--- config.mk ---
export PLATFORM = sky130hd
export DESIGN_NAME = kkt_ctrl
export DESIGN_NICKNAME = d
export VERILOG_FILES = /design/src/rtl/kkt_pkg.sv /design/src/rtl/kkt_ctrl.sv
export SDC_FILE = /design/constraint.sdc
export NUM_CORES = 1
export LEC_CHECK = 0
export BUFFER_PORTS_ARGS = -buffer_cell sky130_fd_sc_hd__clkbuf_2
export CORE_AREA = 2 2 39 41
export DETAILED_ROUTE_END_ITERATION = 16
export DIE_AREA = 0 0 41 43
export PLACE_DENSITY = 0.44
export SYNTH_ARGS = -nofsm -noshare
export SYNTH_HDL_FRONTEND = slang
export SYNTH_SLANG_ARGS = --single-unit
--- constraint.sdc ---
create_clock -name clk -period 2.8 [get_ports clk]
set_clock_uncertainty 0.05 [all_clocks]
set_input_delay 0.28 -clock clk [delete_from_list [all_inputs] [get_ports clk]]
set_output_delay 0.28 -clock clk [all_outputs]
set_load 0.01 [all_outputs]
--- src/rtl/kkt_pkg.sv ---
package kkt_pkg;

	localparam logic [2:0] CMD_KEY    = 3'd0;
	localparam logic [2:0] CMD_SCAN   = 3'd1;
	localparam logic [2:0] CMD_WRITE  = 3'd2;
	localparam logic [2:0] CMD_READ   = 3'd3;
	localparam logic [2:0] CMD_SETMD  = 3'd4;
	localparam logic [2:0] CMD_GETMD  = 3'd5;
	localparam logic [2:0] CMD_ACT    = 3'd6;

	localparam logic [1:0] MODE_RAW   = 2'd0;
	localparam logic [1:0] MODE_XLATE = 2'd1;
	localparam logic [1:0] MODE_MRAW  = 2'd2;

	localparam logic [1:0] ST_OK      = 2'd0;
	localparam logic [1:0] ST_INVAL   = 2'd1;
	localparam logic [1:0] ST_NOCON   = 2'd2;

	localparam logic [15:0] SYM_HOLE      = 16'h0200;
	localparam logic [15:0] SYM_ALLOCATED = 16'h027e;
	localparam logic [15:0] SYM_NOSUCHMAP = 16'h027f;
	localparam logic [7:0]  TYPE_LIMIT    = 8'd15;
	localparam logic [7:0]  ESC_BYTE      = 8'h1b;
	localparam logic [7:0]  HIGH_BIT      = 8'h80;
	localparam logic [7:0]  CR_BYTE       = 8'h0d;
	localparam logic [7:0]  LBRACKET      = 8'h5b;

	localparam logic [7:0] TY_PLAIN  = 8'd0;
	localparam logic [7:0] TY_SPEC   = 8'd2;
	localparam logic [7:0] TY_CONS   = 8'd5;
	localparam logic [7:0] TY_CUR    = 8'd6;
	localparam logic [7:0] TY_MODKEY = 8'd7;
	localparam logic [7:0] TY_ALPHA  = 8'd11;

	function automatic logic [7:0] cursor_letter(input logic [1:0] v);
		case (v)
			2'd0: cursor_letter = 8'h42;
			2'd1: cursor_letter = 8'h44;
			2'd2: cursor_letter = 8'h43;
			default: cursor_letter = 8'h41;
		endcase
	endfunction

	// controller -> datapath
	typedef struct packed {
		logic latch;    // capture the command fields
		logic mem_rd;   // read store at lookup address
		logic fill_wr;  // write one fill slot
		logic ent_wr;   // write requested entry
		logic fill_clr; // reset fill counter
		logic exec;     // apply state updates and build results
		logic emit;     // present next queued result
	} kkt_ctl_t;

	// datapath -> controller
	typedef struct packed {
		logic need_rd;
		logic need_fill;
		logic need_wr;
		logic fill_done;
		logic more;     // results remain to emit
	} kkt_sts_t;

endpackage

--- src/rtl/kkt_ctrl.sv ---
module kkt_ctrl (
	input  logic clk,
	input  logic arst_n,
	input  logic start,
	output logic busy,
	input  kkt_pkg::kkt_sts_t sts,
	output kkt_pkg::kkt_ctl_t ctl
);
	import kkt_pkg::*;

	localparam logic [2:0] S_IDLE = 3'd0;
	localparam logic [2:0] S_DEC  = 3'd1;
	localparam logic [2:0] S_FILL = 3'd2;
	localparam logic [2:0] S_WAIT = 3'd3;
	localparam logic [2:0] S_EXEC = 3'd4;
	localparam logic [2:0] S_EMIT = 3'd5;

	logic [2:0] st_q, st_d;

	always_comb begin
		ctl = '0;
		st_d = st_q;
		busy = (st_q != S_IDLE);
		case (st_q)
			S_IDLE: if (start) begin
				ctl.latch = 1'b1; st_d = S_DEC;
			end
			S_DEC: begin
				ctl.fill_clr = 1'b1;
				if (sts.need_fill) st_d = S_FILL;
				else begin
					ctl.ent_wr = sts.need_wr;
					ctl.mem_rd = sts.need_rd;
					st_d = S_WAIT;
				end
			end
			S_FILL: begin
				if (sts.fill_done) begin
					ctl.ent_wr = 1'b1; st_d = S_WAIT;
				end else ctl.fill_wr = 1'b1;
			end
			S_WAIT: st_d = S_EXEC;
			S_EXEC: begin
				ctl.exec = 1'b1; st_d = S_EMIT;
			end
			S_EMIT: begin
				if (sts.more) ctl.emit = 1'b1;
				else st_d = S_IDLE;
			end
			default: st_d = S_IDLE;
		endcase
	end

	always_ff @(posedge clk or negedge arst_n) begin
		if (!arst_n) st_q <= S_IDLE;
		else st_q <= st_d;
	end
endmodule

---- Word-level counts from Yosys, hierarchy flattened ----
Index checks and enable logic that the tools add are counted.
cells by class
  mux-type cells .......................... 18
  reductions and logical operators ........ 3
  equality and inequality tests ........... 8
operators by type and width
  operator              count
  $pmux W3 S6           1
  $mux W1               13
  $mux W3               3
  $eq A3 B2 Y1 const B  2
  $eq A3 B3 Y1 const B  2
  $ne A2 B2 Y1 const B  3
  $eq A3 B1 Y1 const B  1
  $logic_not A3 Y1      1
  $reduce_and A3 Y1     1
  $reduce_bool A3 Y1    1
  $pmux W1 S2           1
storage, ports and cells
  logic and storage cells ................. 30
  register bits ........................... 3

---- Logic depth before layout (Yosys ltp) ----
Gate-level depths: netlist of run 1.
  depth after elaboration ................. 3
  depth in mapped cells ................... 4

---- Least setup slack after synthesis of run 1 ----
OpenSTA, ideal clock, no wires.
  kind .................................... reg-to-output
  start ................................... register st_q[1]
  end ..................................... output ctl[3] (netlist bit)
  cell stages (with the launch flop) ...... 4
  setup slack ............................. 1.398 ns
  path buffers ............................ 0
  required time ........................... 2.470 ns
  arrival time ............................ 1.072 ns
  path through ............................ dfrtp_1 nand2b_2 o32a_1 nor2_1
RTL lines
  what                      line            text
  start: declaration        kkt_ctrl.sv:18  logic [2:0] st_q, st_d;
  start signal: assignment  kkt_ctrl.sv:56  else st_q <= st_d;
  end: declaration          kkt_ctrl.sv:7   output kkt_pkg::kkt_ctl_t ctl

==> impl_metrics.env, run 1 <==
export IMPL_layout_worst_path_cycle_share=0.624
export IMPL_slew_limit_headroom=0.777
export IMPL_area_delta_synth_final_pct=54.9
export IMPL_p_leak_nw=0.181
export IMPL_finalWeightedCongestion=0.709
export IMPL_run_status="finished clean"
export IMPL_finalWorstSetupSlack_ns=1.05
export IMPL_n_fill_cell=176
export IMPL_postSynthCellCount=29
export IMPL_timing_worst_slew_pin_value_ns=0.335
export IMPL_post_synth_top_area_fraction=0.326
export IMPL_p_per_area_nw_per_um2=944
export IMPL_detail_route_antenna_nets=0
export IMPL_register_containing_the_most_flip_flops_in_the_final_layout="st_q"
export IMPL_drc_violation_count_after_routing=0
export IMPL_initial_cell_density_of_the_core=0.166
export IMPL_routed_wirelength_um=580
export IMPL_vias=261
export IMPL_fp_dieArea_um2=1760
export IMPL_iteration_0_drc_markers=3
export IMPL_grt_usage=0.0854
export IMPL_cp_arrival_ns=1.42
export IMPL_cts_setup_buffers=0
export IMPL_num_io_pins=16
export IMPL_antenna_diode_count=0
export IMPL_die_height_um=43
export IMPL_cap_violations=0
export IMPL_synthesis_area_um2=230
export IMPL_largest_net_degree_at_the_start_of_global_routing=13
export IMPL_drive_gt1_frac=0.417
export IMPL_antenna_found_initial=0
export IMPL_largest_register_ff_count=3
export IMPL_dpl_worst_slack_ns=1.28
export IMPL_switching_share=0.416
export IMPL_cp_cell_sequence="nand2b_2, o32a_1, nor2_1, clkbuf_2"
export IMPL_irDropWorstVdd_mv=0.242
export IMPL_cts_hold_repair_buffers=1
export IMPL_timing_critical_path_required_ns=2.47
export IMPL_ys_ff_latch=3
export IMPL_critPathMaxStageDelay_ns=0.41
export IMPL_layout_top_registers="st_q (3)"
export IMPL_post_layout_nonfiller_instances=64
export IMPL_critical_path_class="reg -> out"
export IMPL_power_share_clock=0.222
export IMPL_core_area_um2=1380
export IMPL_seq_area_frac_synth=0.326
export IMPL_hold_viol=0
export IMPL_setup_viol=0
export IMPL_path_clk_slew_ns=0.04
export IMPL_site_rows=14
export IMPL_tritoncts="built"
export IMPL_drt_first_pass_iters=2
export IMPL_grt_setup_unrepaired="no"
export IMPL_place_inst=59
export IMPL_max_clock_freq_mhz=572
export IMPL_timing_critical_path_fanout_max=7
export IMPL_worst_path_max_delay_cell="sky130_fd_sc_hd__dfrtp_1"
export IMPL_yosys_area_top_type="sky130_fd_sc_hd__dfrtp_1"
export IMPL_ctsHtreeMaxLevel=1
export IMPL_cp_top_family="flip-flops"
export IMPL_globalRoute_totalOverflow=0
export IMPL_routed_via_density=4.08
export IMPL_max_clock_path_buffers=2
export IMPL_cts_root_buf="sky130_fd_sc_hd__clkbuf_4"
export IMPL_top_post_synthesis_cells_by_area="sky130_fd_sc_hd__dfrtp_1 33%, sky130_fd_sc_hd__nor2_1 9.8%, sky130_fd_sc_hd__nand2b_1 8.2%, sky130_fd_sc_hd__nor4b_2 6.5%, sky130_fd_sc_hd__inv_1 4.9%"
export IMPL_yosysWarningCount=0
export IMPL_cts_buffers_inserted=3
export IMPL_startpoint_types="register"
export IMPL_cp_end_kind="output port"
export IMPL_cts_resized=0
export IMPL_wl_per_cell_um=9.06
export IMPL_clock_sinks=3
export IMPL_pwr_share_comb=0.482
export IMPL_clkLatencyLatePin_ns=0.23
export IMPL_ys_types=18
export IMPL_nets=57
export IMPL_fin_tns_setup_ns=0
export IMPL_seqPwrFrac=0.296
export IMPL_min_path_type="in -> reg"
export IMPL_finalMaxSlewViolations=0
export IMPL_p_int_uw=196
export IMPL_hold_slack_ns=0.288
export IMPL_power_switching_uw=140
export IMPL_synth_nets=37
export IMPL_die_w_um=41
export IMPL_vias_in_the_first_global_route=234
export IMPL_syn_area_per_cell_um2=7.94
export IMPL_buffer_ports_inserted=15
export IMPL_crit_buf_inv=1
export IMPL_global_route_wire_length_before_repair_um=938
export IMPL_timing_final_crit_period_ns=1.75
## routing by layer
layer,wire [µm],up-vias,global-route usage
met1,278,116,0.0903
met4,0,0,0.0400
met3,27,0,0.0785
met2,274,5,0.113
met5,0,-,0
li1,-,140,-
## worst register-to-register path, cell delays in order, from the launching register on
cell and delay, ns:
sky130_fd_sc_hd__dfrtp_1 0.53, sky130_fd_sc_hd__nand2_1 0.12, sky130_fd_sc_hd__o21a_1 0.12, sky130_fd_sc_hd__o221ai_1 0.17
## layout by cell type, fill, tap and decap left out, drive strengths merged, types with 2 or more instances in the layout
master	synthesis	layout
o21ai	2	2
nand2b	4	4
inv	3	3
clkbuf	0	19
dfrtp	3	3
nor4b	2	2
nor2	6	6
## power groups by stage
stage	sequential (mW)	clock (mW)	combinational (mW)
6_report	0.0996	0.0746	0.162
5_1_grt	0.105	0.0850	0.185
4_1_cts	0.100	0.0796	0.167
3_5_place_dp	0.101	0	0.165
3_3_place_gp	0.101	0	0.164
2_1_floorplan	0.0834	0	0.122
## final timing paths
| kind | from | end | slack (ns) | cells past startpoint |
|---|---|---|---|---|
| setup / recovery | st_q[1] | ctl[3] | 1.05 | 4 |
| hold / removal | start | st_q[0] | 0.29 | 3 |
| setup reg to reg | st_q[2] | st_q[0] | 1.71 | 3 |
| hold reg to reg | st_q[1] | st_q[2] | 0.56 | 2 |
| max in group asynchronous | arst_n | st_q[0] | 2.26 | 2 |
| min in group asynchronous | arst_n | st_q[1] | 0.33 | 2 |
## area by class of cell
class	count	area, µm²	area share
well taps	16	20.0	0.0561
inverters	3	11.3	0.0316
repair buffers	16	85.1	0.239
clock buffers	4	26.3	0.0737
multi-input cells	22	139	0.389
flip-flops and latches	3	75.1	0.211
## through the flow
step,util,instance area (µm²),power (mW)
floorplan,-,230,0.206
detailed placement,0.231,320,0.266
global route,0.258,357,0.375
finish,0.258,357,0.337
global placement,0.231,320,0.265
CTS,0.258,357,0.347
## logic make-up (layout without fill, tap and decap cells)
kind of cell,after synthesis,count (layout),synth area share
and+or+nand+nor,16,16,0.424
buffers and inverters,4,23,0.0706
AOI/OAI and AO/OA,6,6,0.179
DFF,3,3,0.326
## cell usage after synthesis
cell and number:
sky130_fd_sc_hd__nor2_1 6, sky130_fd_sc_hd__dfrtp_1 3, sky130_fd_sc_hd__inv_1 3, sky130_fd_sc_hd__nand2b_1 3, sky130_fd_sc_hd__a21oi_1 1, sky130_fd_sc_hd__buf_2 1, sky130_fd_sc_hd__nand2_1 1, sky130_fd_sc_hd__nand2b_2 1
sky130_fd_sc_hd__nand3b_1 1, sky130_fd_sc_hd__nor2b_1 1, sky130_fd_sc_hd__nor4b_1 1, sky130_fd_sc_hd__nor4b_2 1, sky130_fd_sc_hd__o21a_1 1, sky130_fd_sc_hd__o21ai_0 1, sky130_fd_sc_hd__o21ai_1 1, sky130_fd_sc_hd__o221ai_1 1
sky130_fd_sc_hd__o32a_1 1, sky130_fd_sc_hd__or3_1 1
No activity file was read; power rests on OpenSTA's default activity.
==> inputs of run 2 (changes only) <==
- clock period: 2.8 -> 1.7 ns (I/O delays scaled with it)
==> run 2 against run 1 <==
  * Global-route usage fell by 0.60 points
  * Wire length fell by 2.2%
  * Clock-buffer cell count did not move
  * Register-to-register slack got worse by 1.1 ns
  * Cell count did not move
  * Final area rose by 1.4%
  * Non-clock buffer count did not move
  * Critical path type unchanged
  * Largest cell class unchanged
  * Highest routed layer unchanged
==> impl_metrics.env, run 2 (same netlist as run 1, synthesis figures left out) <==
export IMPL_run_status="finished clean"
export IMPL_total_power_uw=567
export IMPL_place_inst=59
export IMPL_startpoint_types="register"
export IMPL_hold_viol=0
export IMPL_cp_depth=4
export IMPL_cp_arrival_ns=1.35
export IMPL_site_rows=14
export IMPL_iteration_0_drc_markers=4
export IMPL_antenna_diode_count=0
export IMPL_p_per_area_nw_per_um2=1570
export IMPL_timing_reg2reg_worst_path_depth=3
export IMPL_min_path_type="in -> reg"
export IMPL_finalWeightedCongestion=0.650
export IMPL_power_share_clock=0.216
export IMPL_area_delta_synth_final_pct=57.1
export IMPL_seqPwrFrac=0.301
export IMPL_ctsHtreeMaxLevel=1
export IMPL_vias=258
export IMPL_max_clock_path_buffers=2
export IMPL_die_height_um=43
export IMPL_routed_via_density=4.03
export IMPL_grt_util_met3=0.0314
export IMPL_clkLatencyLatePin_ns=0.23
export IMPL_switching_share=0.414
export IMPL_setup_viol=0
export IMPL_slew_limit_headroom=0.769
export IMPL_routed_wirelength_um=567
export IMPL_timing_critical_path_required_ns=1.48
export IMPL_multiInputGateArea_um2=144
export IMPL_globalRoute_totalOverflow=0
export IMPL_clock_sinks=3
export IMPL_grt_busiest_layer="met2"
export IMPL_crit_buf_inv=1
export IMPL_post_layout_nonfiller_instances=64
export IMPL_fin_tns_setup_ns=0
export IMPL_tritoncts="built"
export IMPL_placed_wire_length_estimate_um=443
export IMPL_critical_path_class="reg -> out"
export IMPL_initial_cell_density_of_the_core=0.166
export IMPL_buffer_ports_inserted=15
export IMPL_layout_cells_most_common="sky130_fd_sc_hd__clkbuf_2"
export IMPL_cts_root_buf="sky130_fd_sc_hd__clkbuf_4"
export IMPL_antenna_found_initial=0
export IMPL_largest_net_degree_at_the_start_of_global_routing=13
export IMPL_timing_final_crit_period_ns=1.57
export IMPL_fp_dieArea_um2=1760
export IMPL_drc_violation_count_after_routing=0
export IMPL_pwr_share_comb=0.483
export IMPL_placed_area_um2=320
export IMPL_cts_buffers_inserted=3
export IMPL_timing_worst_slew_pin_value_ns=0.346
export IMPL_cp_end_kind="output port"
export IMPL_wl_per_cell_um=8.86
export IMPL_max_clock_freq_mhz=638
export IMPL_cp_cell_sequence="nand2b_4, o32a_1, nor2_1, clkbuf_2"
export IMPL_most_common_layout_cells="15 x sky130_fd_sc_hd__clkbuf_2, 6 x sky130_fd_sc_hd__nor2_1"
export IMPL_hold_slack_ns=0.185
export IMPL_global_route_usage_met1=0.0903
export IMPL_n_fill_cell=159
export IMPL_cap_violations=0
export IMPL_grt_setup_unrepaired="no"
export IMPL_p_int_uw=332
export IMPL_power_switching_uw=235
export IMPL_largest_register_ff_count=3
export IMPL_drive_gt1_frac=0.417
export IMPL_cp_top_family="flip-flops"
export IMPL_storage_cell_area_um2=75.1
export IMPL_timing_critical_path_fanout_max=7
export IMPL_drt_first_pass_iters=2
export IMPL_irDropWorstVdd_mv=0.371
export IMPL_vias_in_the_first_global_route=244
export IMPL_detail_route_antenna_nets=0
export IMPL_worst_path_max_delay_cell="sky130_fd_sc_hd__dfrtp_1"
export IMPL_register_containing_the_most_flip_flops_in_the_final_layout="st_q"
export IMPL_hold_path_depth=3
export IMPL_critPathMaxStageDelay_ns=0.42
export IMPL_fin_area_um2=362
export IMPL_num_io_pins=16
export IMPL_grt_usage=0.0794
export IMPL_path_clk_slew_ns=0.04
export IMPL_global_route_wire_length_before_repair_um=938
export IMPL_die_w_um=41
export IMPL_layout_worst_path_cycle_share=0.923
export IMPL_p_leak_nw=0.185
export IMPL_gr_usage_met2=0.113
export IMPL_nets=57
export IMPL_finalMaxSlewViolations=0
export IMPL_layout_top_registers="st_q (3)"
export IMPL_core_area_um2=1380
-- run 2: cell type report --
class | instances | share of cell area
clock buffer | 4 | 0.0727
tap | 16 | 0.0554
inverter | 3 | 0.0311
multi-input combinational | 22 | 0.398
sequential | 3 | 0.208
timing repair buffer | 16 | 0.235
-- run 2: power by group through the flow --
stage               combinational, mW  clock [mW]  sequential (mW)
CTS                             0.270       0.129            0.167
floorplan                       0.201           0            0.137
detailed placement              0.267           0            0.168
finish                          0.274       0.122            0.171
global placement                0.271           0            0.166
global route                    0.303       0.144            0.187
-- run 2: path summary, 6_finish.rpt --
| check | endpoint | startpoint | slack [ns] |
|---|---|---|---|
| worst max-delay path | ctl[3] | st_q[1] | 0.13 |
| worst min-delay path | st_q[0] | start | 0.18 |
| worst max register to register | st_q[0] | st_q[2] | 0.60 |
| worst min register to register | st_q[2] | st_q[1] | 0.58 |
| max in group asynchronous | st_q[1] | arst_n | 1.27 |
| min in group asynchronous | st_q[2] | arst_n | 0.22 |
-- run 2: routing by layer --
metal	vias to the layer above	share of wire
met1	116	0.44
met2	5	0.52
met4	0	0
met3	0	0.039
met5	-	0
li1	137	-
-- run 2: timing repair --
action | CTS | global route
endpoints found under the setup margin | 0 | 1
buffers inserted | 0 | 0
hold endpoints to repair | 3 | 0
hold buffers | 1 | 0
gates resized for setup | 0 | 1
-- run 2: worst register-to-register path: cells and delay by family (launching register included) --
kind            cells  cell delay [ns]
flops               1             0.54
compound gates      2             0.30
simple gates        1             0.12
-- run 2: through the flow --
stage / setup slack (ns) / util
after floorplan: 0.408 / -
after CTS: 0.0372 / 0.258
after global placement: 0.305 / 0.231
after global routing: 0.0300 / 0.261
after detailed placement: 0.288 / 0.231
final: 0.132 / 0.261
